<file path="src/design/lr_pkg.sv">
`timescale 1ns / 1ps
// ----------------------------------------------------------------------------
// lr_pkg
// shared constants, codes and sizing helpers for the line rasterizer
// ----------------------------------------------------------------------------
package lr_pkg;

  localparam int COORD_BITS_DEFAULT = 16;
  localparam int COLOUR_BITS        = 24;

  // word kinds
  localparam logic KIND_LOAD = 1'b0;
  localparam logic KIND_TICK = 1'b1;

  // signed y step per move
  localparam logic signed [1:0] Y_STEP_NONE = 2'sb00;
  localparam logic signed [1:0] Y_STEP_UP   = 2'sb01;
  localparam logic signed [1:0] Y_STEP_DOWN = 2'sb11;

  // width of one queue entry: kind, four coords, span, twice rise, step,
  // vertical, active, colour
  function automatic int entry_bits(input int coord_bits);
    return 6 * coord_bits + 6 + COLOUR_BITS;
  endfunction

endpackage

</file>
<file path="src/design/line_rasterizer.sv">
`timescale 1ns / 1ps
// ----------------------------------------------------------------------------
// line_rasterizer
// turns two endpoints and a colour into a stream of line pixels
// ----------------------------------------------------------------------------
// usage
//   input words: kind_i low loads a line (endpoints and colour), kind_i high
//   is a step tick that asks for the next pixel. a load never gives a pixel;
//   a tick gives one pixel while a line is running and nothing otherwise.
//   loading while a line runs drops the old line
//   output words: one pixel with its colour, last_pixel_o marks the end
//   both channels move a word when valid is high and stall is low
// timing
//   a tick is written into the queue, then the back stage steps it into the
//   output register; one word in and one pixel out per cycle sustained while
//   neither channel stalls, each step a single add, subtract and compare pass
//   of the error register in the back stage; a two-word queue sits between
//   the front and back stages, so input stalls only once that queue is full
// reset
//   clears the queue, the running line and the output register; nothing is
//   active until the first load
// stall on the output
//   the pixel is held in the output register, the back stage pauses on a tick
//   in a line, and the queue fills to its two words before in_stall_o rises
// ----------------------------------------------------------------------------
module line_rasterizer #(
  parameter int COORD_BITS = lr_pkg::COORD_BITS_DEFAULT
) (
  input  logic                           clk_i,
  input  logic                           rst_ni,
  // input channel
  input  logic                           in_valid_i,
  output logic                           in_stall_o,
  input  logic                           kind_i,
  input  logic signed [COORD_BITS-1:0]   start_x_i,
  input  logic signed [COORD_BITS-1:0]   start_y_i,
  input  logic signed [COORD_BITS-1:0]   end_x_i,
  input  logic signed [COORD_BITS-1:0]   end_y_i,
  input  logic [lr_pkg::COLOUR_BITS-1:0] line_colour_i,
  // output channel
  output logic                           out_valid_o,
  input  logic                           out_stall_i,
  output logic signed [COORD_BITS-1:0]   pixel_x_o,
  output logic signed [COORD_BITS-1:0]   pixel_y_o,
  output logic [lr_pkg::COLOUR_BITS-1:0] pixel_colour_o,
  output logic                           last_pixel_o
);

  localparam int EntryBits = lr_pkg::entry_bits(COORD_BITS);

  // front to queue
  logic                 push, queue_full;
  logic [EntryBits-1:0] push_entry;
  // queue to back
  logic                 head_valid, pop;
  logic [EntryBits-1:0] head_entry;

  // ordering and classification of each word
  lr_front #(
    .COORD_BITS (COORD_BITS),
    .EntryBits  (EntryBits)
  ) u_front (
    .in_valid_i    (in_valid_i),
    .in_stall_o    (in_stall_o),
    .kind_i        (kind_i),
    .start_x_i     (start_x_i),
    .start_y_i     (start_y_i),
    .end_x_i       (end_x_i),
    .end_y_i       (end_y_i),
    .line_colour_i (line_colour_i),
    .queue_full_i  (queue_full),
    .push_o        (push),
    .entry_o       (push_entry)
  );

  // decoupling queue
  lr_fifo #(
    .WIDTH (EntryBits)
  ) u_fifo (
    .clk_i        (clk_i),
    .rst_ni       (rst_ni),
    .push_i       (push),
    .push_data_i  (push_entry),
    .pop_i        (pop),
    .full_o       (queue_full),
    .head_valid_o (head_valid),
    .head_data_o  (head_entry)
  );

  // stepping engine and output register
  lr_back #(
    .COORD_BITS (COORD_BITS),
    .EntryBits  (EntryBits)
  ) u_back (
    .clk_i          (clk_i),
    .rst_ni         (rst_ni),
    .head_valid_i   (head_valid),
    .head_data_i    (head_entry),
    .pop_o          (pop),
    .out_valid_o    (out_valid_o),
    .out_stall_i    (out_stall_i),
    .pixel_x_o      (pixel_x_o),
    .pixel_y_o      (pixel_y_o),
    .pixel_colour_o (pixel_colour_o),
    .last_pixel_o   (last_pixel_o)
  );

endmodule

</file>
<file path="src/design/lr_front.sv">
`timescale 1ns / 1ps
// ----------------------------------------------------------------------------
// lr_front
// input side: takes words, orders endpoints and classifies each line
// ----------------------------------------------------------------------------
module lr_front #(
  parameter int COORD_BITS = lr_pkg::COORD_BITS_DEFAULT,
  parameter int EntryBits  = lr_pkg::entry_bits(COORD_BITS)
) (
  input  logic                          in_valid_i,
  output logic                          in_stall_o,
  input  logic                          kind_i,
  input  logic signed [COORD_BITS-1:0]  start_x_i,
  input  logic signed [COORD_BITS-1:0]  start_y_i,
  input  logic signed [COORD_BITS-1:0]  end_x_i,
  input  logic signed [COORD_BITS-1:0]  end_y_i,
  input  logic [lr_pkg::COLOUR_BITS-1:0] line_colour_i,
  input  logic                          queue_full_i,
  output logic                          push_o,
  output logic [EntryBits-1:0]          entry_o
);

  typedef struct packed {
    logic                            kind;
    logic signed [COORD_BITS-1:0]    first_x;
    logic signed [COORD_BITS-1:0]    first_y;
    logic signed [COORD_BITS-1:0]    stop_x;
    logic signed [COORD_BITS-1:0]    stop_y;
    logic [COORD_BITS-1:0]           span_x;
    logic [COORD_BITS:0]             twice_rise;
    logic signed [1:0]               y_step;
    logic                            vertical;
    logic                            active;
    logic [lr_pkg::COLOUR_BITS-1:0]  colour;
  } entry_t;

  logic signed [COORD_BITS:0] diff_x, diff_y, span, rise, rise_abs;
  logic                       start_first;
  entry_t                     entry;

  assign in_stall_o = queue_full_i;
  assign push_o     = in_valid_i && !queue_full_i;

  always_comb begin
    diff_x = $signed({end_x_i[COORD_BITS-1], end_x_i}) -
             $signed({start_x_i[COORD_BITS-1], start_x_i});
    diff_y = $signed({end_y_i[COORD_BITS-1], end_y_i}) -
             $signed({start_y_i[COORD_BITS-1], start_y_i});
    // smaller x first, then smaller y; a full tie keeps the end first
    start_first = (diff_x != '0) ? (diff_x > 0) : (diff_y > 0);
    span     = start_first ? diff_x : -diff_x;
    rise     = start_first ? diff_y : -diff_y;
    rise_abs = (rise < 0) ? -rise : rise;

    entry.kind       = kind_i;
    entry.first_x    = start_first ? start_x_i : end_x_i;
    entry.first_y    = start_first ? start_y_i : end_y_i;
    entry.stop_x     = start_first ? end_x_i : start_x_i;
    entry.stop_y     = start_first ? end_y_i : start_y_i;
    entry.span_x     = span[COORD_BITS-1:0];
    entry.twice_rise = {rise_abs[COORD_BITS-1:0], 1'b0};
    if (rise < 0) begin
      entry.y_step = lr_pkg::Y_STEP_DOWN;
    end else if (rise > 0) begin
      entry.y_step = lr_pkg::Y_STEP_UP;
    end else begin
      entry.y_step = lr_pkg::Y_STEP_NONE;
    end
    entry.vertical = (diff_x == '0);
    // a vertical line with equal ends has no pixels
    entry.active   = (diff_x != '0) || (diff_y != '0);
    entry.colour   = line_colour_i;
  end

  assign entry_o = entry;

endmodule

</file>
<file path="src/design/lr_fifo.sv">
`timescale 1ns / 1ps
// ----------------------------------------------------------------------------
// lr_fifo
// two-entry queue between the front and back parts
// ----------------------------------------------------------------------------
module lr_fifo #(
  parameter int WIDTH = 8
) (
  input  logic             clk_i,
  input  logic             rst_ni,
  input  logic             push_i,
  input  logic [WIDTH-1:0] push_data_i,
  input  logic             pop_i,
  output logic             full_o,
  output logic             head_valid_o,
  output logic [WIDTH-1:0] head_data_o
);

  localparam int DEPTH    = 2;
  localparam int PtrBits  = $clog2(DEPTH);
  localparam int CntBits  = $clog2(DEPTH + 1);

  logic [WIDTH-1:0]   mem_q [DEPTH];
  logic [PtrBits-1:0] wr_ptr_q, wr_ptr_d, rd_ptr_q, rd_ptr_d;
  logic [CntBits-1:0] count_q, count_d;

  assign full_o       = (count_q == CntBits'(DEPTH));
  assign head_valid_o = (count_q != '0);
  assign head_data_o  = mem_q[rd_ptr_q];

  always_comb begin
    wr_ptr_d = push_i ? wr_ptr_q + 1'b1 : wr_ptr_q;
    rd_ptr_d = pop_i ? rd_ptr_q + 1'b1 : rd_ptr_q;
    count_d  = count_q;
    if (push_i && !pop_i) begin
      count_d = count_q + 1'b1;
    end else if (pop_i && !push_i) begin
      count_d = count_q - 1'b1;
    end
  end

  always_ff @(posedge clk_i or negedge rst_ni) begin
    if (!rst_ni) begin
      wr_ptr_q <= '0;
      rd_ptr_q <= '0;
      count_q  <= '0;
    end else begin
      wr_ptr_q <= wr_ptr_d;
      rd_ptr_q <= rd_ptr_d;
      count_q  <= count_d;
    end
  end

  always_ff @(posedge clk_i) begin
    if (push_i) begin
      mem_q[wr_ptr_q] <= push_data_i;
    end
  end

endmodule

</file>
<file path="src/design/lr_back.sv">
`timescale 1ns / 1ps
// ----------------------------------------------------------------------------
// lr_back
// stepping engine: walks the line one pixel per tick into an output register
// ----------------------------------------------------------------------------
module lr_back #(
  parameter int COORD_BITS = lr_pkg::COORD_BITS_DEFAULT,
  parameter int EntryBits  = lr_pkg::entry_bits(COORD_BITS)
) (
  input  logic                           clk_i,
  input  logic                           rst_ni,
  input  logic                           head_valid_i,
  input  logic [EntryBits-1:0]           head_data_i,
  output logic                           pop_o,
  output logic                           out_valid_o,
  input  logic                           out_stall_i,
  output logic signed [COORD_BITS-1:0]   pixel_x_o,
  output logic signed [COORD_BITS-1:0]   pixel_y_o,
  output logic [lr_pkg::COLOUR_BITS-1:0] pixel_colour_o,
  output logic                           last_pixel_o
);

  typedef struct packed {
    logic                            kind;
    logic signed [COORD_BITS-1:0]    first_x;
    logic signed [COORD_BITS-1:0]    first_y;
    logic signed [COORD_BITS-1:0]    stop_x;
    logic signed [COORD_BITS-1:0]    stop_y;
    logic [COORD_BITS-1:0]           span_x;
    logic [COORD_BITS:0]             twice_rise;
    logic signed [1:0]               y_step;
    logic                            vertical;
    logic                            active;
    logic [lr_pkg::COLOUR_BITS-1:0]  colour;
  } entry_t;

  localparam int ErrBits = COORD_BITS + 4;

  entry_t head;

  // line state
  logic                           busy_q, busy_d;
  logic                           open_q, open_d;
  logic signed [COORD_BITS-1:0]   cur_x_q, cur_x_d, cur_y_q, cur_y_d;
  logic signed [COORD_BITS-1:0]   stop_x_q, stop_x_d, stop_y_q, stop_y_d;
  logic [COORD_BITS-1:0]          span_q, span_d;
  logic [COORD_BITS+1:0]          three_span_q, three_span_d;
  logic [COORD_BITS:0]            rise_q, rise_d;
  logic signed [ErrBits-1:0]      err_q, err_d;
  logic signed [1:0]              step_q, step_d;
  logic                           vert_q, vert_d;
  logic [lr_pkg::COLOUR_BITS-1:0] colour_q, colour_d;

  // output register
  logic                           out_valid_q, out_valid_d;
  logic signed [COORD_BITS-1:0]   out_x_q, out_x_d, out_y_q, out_y_d;
  logic [lr_pkg::COLOUR_BITS-1:0] out_colour_q, out_colour_d;
  logic                           out_last_q, out_last_d;

  logic                           out_free, emit, last;
  logic signed [ErrBits-1:0]      err_add, err_sub, span_ext, two_span_ext, three_ext;
  logic signed [COORD_BITS:0]     x_next, y_next;
  logic                           pass_one, pass_two;

  assign head = entry_t'(head_data_i);

  assign out_free = !out_valid_q || !out_stall_i;
  assign pop_o    = head_valid_i &&
                    ((head.kind == lr_pkg::KIND_LOAD) || !busy_q || out_free);
  assign emit     = pop_o && (head.kind == lr_pkg::KIND_TICK) && busy_q;

  always_comb begin
    span_ext     = $signed({{(ErrBits-COORD_BITS){1'b0}}, span_q});
    two_span_ext = $signed({{(ErrBits-COORD_BITS-1){1'b0}}, span_q, 1'b0});
    three_ext    = $signed({{(ErrBits-COORD_BITS-2){1'b0}}, three_span_q});
    err_add      = open_q ? err_q
                          : err_q + $signed({{(ErrBits-COORD_BITS-1){1'b0}}, rise_q});
    // first move once at span, a second pending move once at three spans
    pass_one     = (err_add >= span_ext);
    pass_two     = (err_add >= three_ext);
    err_sub      = err_add - two_span_ext;
    x_next       = $signed({cur_x_q[COORD_BITS-1], cur_x_q}) +
                   $signed({{COORD_BITS{1'b0}}, 1'b1});
    y_next       = $signed({cur_y_q[COORD_BITS-1], cur_y_q}) +
                   $signed({{COORD_BITS{1'b0}}, 1'b1});
  end

  always_comb begin
    busy_d       = busy_q;
    open_d       = open_q;
    cur_x_d      = cur_x_q;
    cur_y_d      = cur_y_q;
    stop_x_d     = stop_x_q;
    stop_y_d     = stop_y_q;
    span_d       = span_q;
    three_span_d = three_span_q;
    rise_d       = rise_q;
    err_d        = err_q;
    step_d       = step_q;
    vert_d       = vert_q;
    colour_d     = colour_q;
    out_valid_d  = out_free ? 1'b0 : out_valid_q;
    out_x_d      = out_x_q;
    out_y_d      = out_y_q;
    out_colour_d = out_colour_q;
    out_last_d   = out_last_q;
    last         = 1'b0;

    if (pop_o && (head.kind == lr_pkg::KIND_LOAD)) begin
      busy_d       = head.active;
      open_d       = 1'b0;
      cur_x_d      = head.first_x;
      cur_y_d      = head.first_y;
      stop_x_d     = head.stop_x;
      stop_y_d     = head.stop_y;
      span_d       = head.span_x;
      three_span_d = {2'b00, head.span_x} + {1'b0, head.span_x, 1'b0};
      rise_d       = head.twice_rise;
      err_d        = '0;
      step_d       = head.y_step;
      vert_d       = head.vertical;
      colour_d     = head.colour;
    end else if (emit) begin
      out_valid_d  = 1'b1;
      out_x_d      = cur_x_q;
      out_y_d      = cur_y_q;
      out_colour_d = colour_q;
      if (vert_q) begin
        last    = (y_next >= $signed({stop_y_q[COORD_BITS-1], stop_y_q}));
        cur_y_d = y_next[COORD_BITS-1:0];
      end else begin
        err_d = pass_one ? err_sub : err_add;
        if (pass_one) begin
          cur_y_d = cur_y_q + $signed({{(COORD_BITS-2){step_q[1]}}, step_q});
        end
        if (pass_two) begin
          open_d = 1'b1;
        end else begin
          open_d  = 1'b0;
          last    = (x_next >= $signed({stop_x_q[COORD_BITS-1], stop_x_q}));
          cur_x_d = x_next[COORD_BITS-1:0];
        end
      end
      out_last_d = last;
      busy_d     = !last;
    end
  end

  always_ff @(posedge clk_i or negedge rst_ni) begin
    if (!rst_ni) begin
      busy_q      <= 1'b0;
      out_valid_q <= 1'b0;
    end else begin
      busy_q      <= busy_d;
      out_valid_q <= out_valid_d;
    end
  end

  always_ff @(posedge clk_i) begin
    open_q       <= open_d;
    cur_x_q      <= cur_x_d;
    cur_y_q      <= cur_y_d;
    stop_x_q     <= stop_x_d;
    stop_y_q     <= stop_y_d;
    span_q       <= span_d;
    three_span_q <= three_span_d;
    rise_q       <= rise_d;
    err_q        <= err_d;
    step_q       <= step_d;
    vert_q       <= vert_d;
    colour_q     <= colour_d;
    out_x_q      <= out_x_d;
    out_y_q      <= out_y_d;
    out_colour_q <= out_colour_d;
    out_last_q   <= out_last_d;
  end

  assign out_valid_o    = out_valid_q;
  assign pixel_x_o      = out_x_q;
  assign pixel_y_o      = out_y_q;
  assign pixel_colour_o = out_colour_q;
  assign last_pixel_o   = out_last_q;

endmodule

</file>
<file path="config.mk">
export PLATFORM = sky130hd
export DESIGN_NAME = line_rasterizer
export DESIGN_NICKNAME = d
export VERILOG_FILES = /design/src/design/lr_pkg.sv /design/src/design/line_rasterizer.sv /design/src/design/lr_front.sv /design/src/design/lr_fifo.sv /design/src/design/lr_back.sv
export SDC_FILE = /design/constraint.sdc
export NUM_CORES = 1
export LEC_CHECK = 0
export BUFFER_PORTS_ARGS = -buffer_cell sky130_fd_sc_hd__buf_2
export CORE_ASPECT_RATIO = 0.7
export CORE_MARGIN = 2
export CORE_UTILIZATION = 60
export CTS_BUF_LIST = sky130_fd_sc_hd__clkbuf_8
export CTS_CLUSTER_DIAMETER = 60
export CTS_CLUSTER_SIZE = 8
export DETAILED_ROUTE_END_ITERATION = 6
export HOLD_SLACK_MARGIN = 0.08
export PLACE_DENSITY = 0.79
export SYNTH_ARGS = -nofsm -noshare
export SYNTH_HDL_FRONTEND = slang
export SYNTH_SLANG_ARGS = --single-unit
</file>
<file path="constraint.sdc">
create_clock -name clk_i -period 7.6 [get_ports clk_i]
set_input_delay 0.76 -clock clk_i [delete_from_list [all_inputs] [get_ports clk_i]]
set_output_delay 0.76 -clock clk_i [all_outputs]
set_load 0.02 [all_outputs]
</file>
==> key figures, run 1 <==
Run status
  – Status: finished clean

Timing
  – Fin crit share: 84.8%
  – Worst-margin pin slew: 1.14 ns
  – Total Neg Setup Slack: 0 ns
  – Final min period: between 6 and 7 ns
  – Max Slew Vio Count: 0
  – Slew margin rel.: approximately 24%
  – Max Clock Skew: between 0.03 and 0.04 ns
  – Final-report hold violation count: 0
  – F_max: between 0.15 and 0.2 GHz
  – Setup-failing EPs final: 0
  – RSZ-0062 raised after global routing: false

Floorplan
  – Row count: 62
  – Die area: 43300 µm²
  – Chip Width: 248 µm
  – IO Count: 152
  – Core area: 41000 µm²
  – Die Ht: around 170 µm
  – Initial core utilization: 60.9%

Worst setup path
  – Crit Path Max Fanout: 74
  – Worst reg2reg path depth: 18
  – R2r setup slk: 1.70 ns
  – R2R Path End: u_back.cur_y_q[12]
  – Worst Path Required: 7.95 ns
  – CP Launch Type: primary input
  – Reg2reg start: u_back.rise_q[1]
  – Beginning of the critical path: start_y_i[7]
  – Crit path capture type: register
  – Worst setup path class: in2reg
  – CP endpoint: u_fifo.mem_q[0][26]
  – Worst EP arrival: 6.80 ns

Detailed routing
  – Drt via density: 5.95
  – DR iter-0 viols: 1431
  – DRC: 0
  – Vias: around 17000
  – Pre-antenna DRT Iters: 5
  – ANT nets after route: 0
  – Total Routed Length: 56500 µm
  – Wire per inst: 20.0 µm

Yosys
  – Mux cell area share after synthesis: 6.19%
  – Area share of xor/xnor cells in the synthesized design: 5.04%
  – Ys Warns: 0
  – Sequential element share of the synthesized area: approximately 56%
  – Synth Area in Simple Gates: 9.10%
  – Ys async rst share: 1.27%
  – Yosys top cell area share: 53.7%
  – Yosys top cell by area: edfxtp_1
  – Synth Area in Compound Gates: 11.6%
  – Flops & latches, synth: 473
  – Net Count, Synth: 2341
  – Mapped Area: ~25000 µm²
  – Average size of a mapped cell: 12.1 µm²
  – EDFF count, synth: 447
  – Dominant synthesized flop cell: edfxtp_1
  – Synth top area cells: edfxtp_1 (54%), ha_1 (8.5%), mux2_2 (4.2%)
  – Cells after synthesis: 2072
  – Largest family of logic cells by synthesized area: compound AO/OA/AOI/OAI gates
  – Synth cell types: between 90 and 100
  – Synth Area in Adders: 8.99%

Clocking
  – TritonCTS Buffers: between 60 and 70
  – Max Root-Sink Buffers: 3
  – Worst-path clk slew: about 0.060 ns
  – Post-CTS Hold Fix Bufs: 1
  – Clock sink count: 473
  – Setup Buffers After CTS: 0
  – Root Buffer: clkbuf_8
  – CTS H-tree depth: 3
  – Post-cts sizing count: 0
  – CTS tree: yes
  – Worst skew pair latency: 0.64 ns

Placement
  – Hpwl dp: 39600 µm
  – Number of I/O port buffers: around 150
  – Placed Area: 26400 µm²
  – Placed Cells incl. Taps: 2724
  – GP Congestion: 0.897

Min path
  – Hold WC Path Type: in2reg

Pwr
  – P_sw: 5.55 mW
  – Sw frac: 41.5%
  – Reg power frac: 35.2%
  – Pleak: 11.0 nW
  – Comb power frac: 51.2%
  – Pwr per Cell Area: 487 nW/µm²
  – Clk network pwr share: 13.6%
  – Max VDD drop: 383 µV
  – P_int: 7.83 mW

Finish
  – Final core occ: roughly two thirds
  – Cell Count, Final, Fillers Out: 2819
  – Layout cells sized above 1: 17.0%
  – Area Growth Syn to Fin: 10.0%
  – Ant. Diodes: 0
  – Final nets: approximately 2500
  – Final instance area: 27500 µm²

Global route
  – Initial antenna violation count: 2
  – Largest net degree at the start of global routing: 75
  – Global-route wire length before repair: 88000 µm
  – Grt ovf: 0
  – Vias in the first global route: 16500
  – Global-route usage over all layers: approximately a quarter

Flow run
  – Max Cap Viol: 0
## placed cells by master (no fill, tap or decap), drive strengths merged, types with 25 or more instances in the layout
cell type,n
a21o,39
a21oi,121
buf,169
clkbuf,70
edfxtp,447
ha,170
inv,165
mux2,93
mux2i,50
nand2,161
nand3,27
nor2,118
nor2b,25
o21ai,156
xnor2,88
xor2,55
## logic make-up after synthesis
| logic type | after synthesis |
|---|---|
| buffers and inverters | 207 |
| AND/OR/NAND/NOR | 471 |
| multiplexers | 143 |
| AO/OA/AOI/OAI | 459 |
| adder cells (fa/ha/maj) | 176 |
| flip-flops | 473 |
| XOR/XNOR | 143 |
## flip-flops by register name, indices dropped and copies added, names as in the netlist, 2 cells and up
name and flops:
u_fifo.mem_q 250, u_back.colour_q 24, u_back.pixel_colour_o 24, u_back.err_q 19, u_back.three_span_q 18, u_back.cur_x_q 16
u_back.cur_y_q 16, u_back.pixel_x_o 16, u_back.pixel_y_o 16, u_back.rise_q 16, u_back.stop_x_q 16, u_back.stop_y_q 16
u_back.span_q 15, u_back.step_q 2, u_fifo.count_q 2
## worst max-delay path, cell delays in order
cell and delay (ns):
buf_2 0.08, inv_1 0.06, ha_1 0.39, a21oi_1 0.23
nand2_1 0.12, o311a_1 0.44, a311oi_1 0.56, a21oi_1 0.19
xor2_1 0.21, or3_1 0.42, or2_2 0.29, or3_1 0.34
ha_1 0.26, or4b_4 0.59, nor2_1 0.32, a21oi_4 0.11
buf_4 0.39, o211ai_1 0.34, nor3b_1 0.36, and4_1 0.24
nand2_1 0.08
## power groups by stage
stage	logic (mW)	registers (mW)	clock network, mW
after global routing	7.58	4.79	1.98
after floorplan	4.92	4.75	0
after detailed placement	6.72	4.75	0
after global placement	6.40	4.71	0
final	6.85	4.71	1.82
after CTS	6.78	4.70	1.87
## layer usage
layer / vias up / share of wire, % / GRT usage (%) / routed length, µm
met4: 0 / 2.4 / 8.13 / 1350
li1: 7987 / - / - / -
met5: - / 0 / 0 / 0
met1: 8050 / 45 / 37.6 / 25300
met3: 106 / 7.3 / 5.02 / 4140
met2: 630 / 45 / 40.9 / 25700
## synth_stat cells (10+ instances only)
cell type and instances:
a21boi_0 12, ha_1 170, or2_2 11, xor2_1 55, nand3_1 27, a211oi_1 21, and3_1 15, dfxtp_1 20
nand2_1 161, and2_1 10, or3_1 11, edfxtp_1 447, a31oi_1 14, nand4_1 18, a21o_1 39, xnor2_1 87
o21a_1 11, o21ai_0 151, mux2_2 93, clkbuf_1 45, a21oi_1 118, nor3_1 22, nor2b_1 25, buf_1 10
nor2_1 118, inv_1 145, nand2b_1 21, mux2i_1 50
## through the flow
step | hold slack, ns | power (mW) | worst slack [ns]
2_1_floorplan | 0.400 | 9.67 | 0.946
3_3_place_gp | 0.401 | 11.1 | 0.835
3_5_place_dp | 0.405 | 11.5 | 0.658
4_1_cts | 0.266 | 13.4 | 1.34
5_1_grt | 0.282 | 14.4 | 0.776
6_report | 0.315 | 13.4 | 1.15
## cell type report
class,instances,area (µm²)
Sequential cell,473,14000
Fill cell,3067,13500
Multi-Input combinational cell,1392,10300
Clock buffer,70,963
Timing Repair Buffer,170,901
Tap cell,544,681
Inverter,146,553
Clock inverter,24,155
## worst min path at each step
stage | start | endpoint | slack (ns) | cells after the start
global placement | u_back.colour_q[2] | u_back.pixel_colour_o[2] | 0.40 | 0
detailed placement | u_back.colour_q[18] | u_back.pixel_colour_o[18] | 0.40 | 0
floorplan | u_back.colour_q[0] | u_back.pixel_colour_o[0] | 0.40 | 0
CTS | line_colour_i[21] | u_fifo.mem_q[1][21] | 0.27 | 1
finish | line_colour_i[21] | u_fifo.mem_q[1][21] | 0.31 | 1
global route | line_colour_i[21] | u_fifo.mem_q[1][21] | 0.28 | 1
Note: power is estimated with default switching activity, not from simulation.
==> inputs of run 2 (changes only) <==
==> constraint.sdc (replaced) <==
create_clock -name clk_i -period 6.65 [get_ports clk_i]
set_input_delay 0.665 -clock clk_i [delete_from_list [all_inputs] [get_ports clk_i]]
set_output_delay 0.665 -clock clk_i [all_outputs]
set_load 0.02 [all_outputs]
==> run 2 against run 1 <==
Worst hold slack got worse by 0.10 ns. Highest routed layer unchanged. Largest cell class unchanged. Register-to-register slack got worse by 0.72 ns. Core utilization grew 0.37 points. Clock power is 14% higher. Die area stayed put. Global-route usage grew 0.19 points. Non-clock buffer count increased by 20. Sequential power grew 14%. Clock skew decreased by 0.0027 ns. Combinational power is 15% higher.
==> key figures, run 2 (synthesis gave the netlist of run 1 again) <==
Placement
  – Number of I/O port buffers: 151 (unchanged)
  – Hpwl dp: 39300 µm (was 39600 µm)
  – GP Congestion: 0.942 (was 0.897)

Worst setup path
  – Crit path capture type: register (unchanged)
  – Worst setup path class: in2reg (unchanged)
  – Worst Path Required: 7.01 ns (was 7.95 ns)
  – Crit Path Max Fanout: 5 (was 74)
  – Worst EP arrival: 6.57 ns (was 6.80 ns)
  – CP Launch Type: primary input (unchanged)

Finish
  – Largest Register: u_fifo.mem_q (unchanged)
  – Most frequent cells in the layout: edfxtp_1 (447), ha_1 (170), nand2_1 (161) (unchanged)
  – Commonest non-fill, non-tap cell in the layout: edfxtp_1 (unchanged)
  – Filler instances: 2988 (was 3067)
  – Final nets: 2542 (was 2521)
  – Max reg flops: 250 (unchanged)
  – Area Growth Syn to Fin: 10.7% (was 10.0%)
  – Layout cells sized above 1: 17.8% (was 17.0%)
  – Final core occ: 67.4% (was 67.0%)

Pwr
  – Pleak: 11.0 nW (about the same)
  – Max VDD drop: 639 µV (was 383 µV)
  – Total power: 15.3 mW (was 13.4 mW)
  – Pwr per Cell Area: 554 nW/µm² (was 487 nW/µm²)

Clocking
  – Post-CTS Hold Fix Bufs: 1 (unchanged)
  – Clock sink count: 473 (unchanged)
  – CTS tree: yes (unchanged)
  – CTS H-tree depth: 3 (unchanged)
  – Post-cts sizing count: 0 (unchanged)
  – Setup Buffers After CTS: 0 (unchanged)
  – Worst-path clk slew: 0.07 ns (was 0.06 ns)
  – Root Buffer: clkbuf_8 (unchanged)
  – Worst skew pair latency: 0.64 ns (about the same)
  – Max Root-Sink Buffers: 3 (unchanged)
  – TritonCTS Buffers: 70 (was 69)

Timing
  – RSZ-0062 raised after global routing: false (unchanged)
  – Final-report hold violation count: 0 (unchanged)
  – F_max: 0.161 GHz
  – Max Slew Vio Count: 0 (unchanged)
  – Setup-failing EPs final: 0 (unchanged)
  – Total Neg Setup Slack: 0 ns (unchanged)
  – Fin crit share: 93.5%
  – Slew margin rel.: 25.2% (was 24.2%)
  – Max Clock Skew: 0.0336 ns (was 0.0363 ns)
  – Final min period: 6.22 ns
  – Worst-margin pin slew: 1.12 ns (was 1.14 ns)

Detailed routing
  – Drt via density: 5.92 (was 5.95)
  – Total Routed Length: 56200 µm (was 56500 µm)
  – DR iter-0 viols: 1410 (was 1431)
  – Pre-antenna DRT Iters: 5 (unchanged)
  – Wire per inst: 19.8 µm (was 20.0 µm)
  – DRC: 0 (unchanged)
  – ANT nets after route: 0 (unchanged)
  – Vias: 16800 (about the same)

Run status
  – Status: finished clean (unchanged)

Min path
  – Hold WC Path Type: in2reg (unchanged)

Floorplan
  – Chip Width: 248 µm (unchanged)
  – Row count: 62 (unchanged)
  – IO Count: 152 (unchanged)
  – Core area: 41000 µm² (unchanged)
  – Die Ht: 175 µm (unchanged)
  – Initial core utilization: 60.9% (unchanged)
  – Die area: 43300 µm² (unchanged)

Flow run
  – Max Cap Viol: 0 (unchanged)

Global route
  – Global-route usage over all layers: 26.5% (was 26.3%)
  – Vias in the first global route: 16700 (was 16500)
  – Grt ovf: 0 (unchanged)
  – Largest net degree at the start of global routing: 126 (was 75)
  – Global-route wire length before repair: 89100 µm (was 88000 µm)
  – Initial antenna violation count: 2 (unchanged)
run 2: changes by cell type in the layout (fill, tap and decap cells not counted), sizes merged:
cell,before,now
buf,169,189
inv,165,160
clkinv,2,3
diode,0,1
run 2: per-layer routing:
| metal | GRT usage, % | up-vias | wire (µm) |
|---|---|---|---|
| li1 | - | 8012 | - |
| met1 | 38.9 | 8080 | 25300 |
| met2 | 40.7 | 628 | 25500 |
| met3 | 4.88 | 80 | 4390 |
| met4 | 7.06 | 0 | 1070 |
| met5 | 0 | - | 0 |
run 2: through the flow:
stage / hold slack, ns / std cells / instance area (µm²) / worst slack [ns]
after global routing: 0.177 / 2836 / 27700 / 0.0818
after detailed placement: 0.405 / 2744 / 26500 / -0.0595
after CTS: 0.176 / 2835 / 27700 / 0.588
after floorplan: 0.369 / 2072 / 25000 / 0.0910
after global placement: 0.401 / 2744 / 26500 / 0.169
final: 0.210 / 2836 / 27700 / 0.434
run 2: final timing paths:
path | slack [ns] | start | to | cells after the start
worst max-delay path | 0.43 | start_y_i[7] | u_fifo.mem_q[1][41] | 22
worst min-delay path | 0.21 | line_colour_i[18] | u_fifo.mem_q[0][18] | 1
worst max register to register | 0.98 | u_back.rise_q[1] | u_back.cur_y_q[7] | 17
worst min register to register | 0.41 | u_back.colour_q[16] | u_back.pixel_colour_o[16] | 0
max in group asynchronous | 6.07 | rst_ni | u_fifo.rd_ptr_q | 2
min in group asynchronous | 0.41 | rst_ni | u_fifo.rd_ptr_q | 2
run 2: report_power, final:
part	leakage, nW	internal [mW]	switching (mW)
logic	6.01	3.18	4.69
clock network	0.603	1.00	1.08
registers	4.43	4.84	0.536
total	11.0	9.03	6.30
run 2: worst max-delay path, cell delays in order:
cell	delay, ns
buf_2	0.07
inv_1	0.05
ha_1	0.39
a21oi_1	0.25
nand2_1	0.11
o311a_1	0.44
a311oi_1	0.54
a21oi_1	0.18
xor2_1	0.21
or3_1	0.43
or2_2	0.30
or3_1	0.35
ha_1	0.23
or4b_4	0.59
or2_0	0.31
buf_4	0.19
a221o_1	0.35
o22ai_2	0.26
nor4b_2	0.10
buf_4	0.17
a41oi_1	0.23
xnor2_1	0.11
run 2: layout make-up:
class | count | area [µm²] | area share, %
inverters | 146 | 553 | 2.00
flip-flops and latches | 473 | 14000 | 50.5
multi-input cells | 1392 | 10300 | 37.2
diodes | 1 | 2.50 | 0.00905
clock inverters | 20 | 143 | 0.516
repair buffers | 190 | 1060 | 3.85
clock buffers | 70 | 963 | 3.48
well taps | 544 | 681 | 2.46
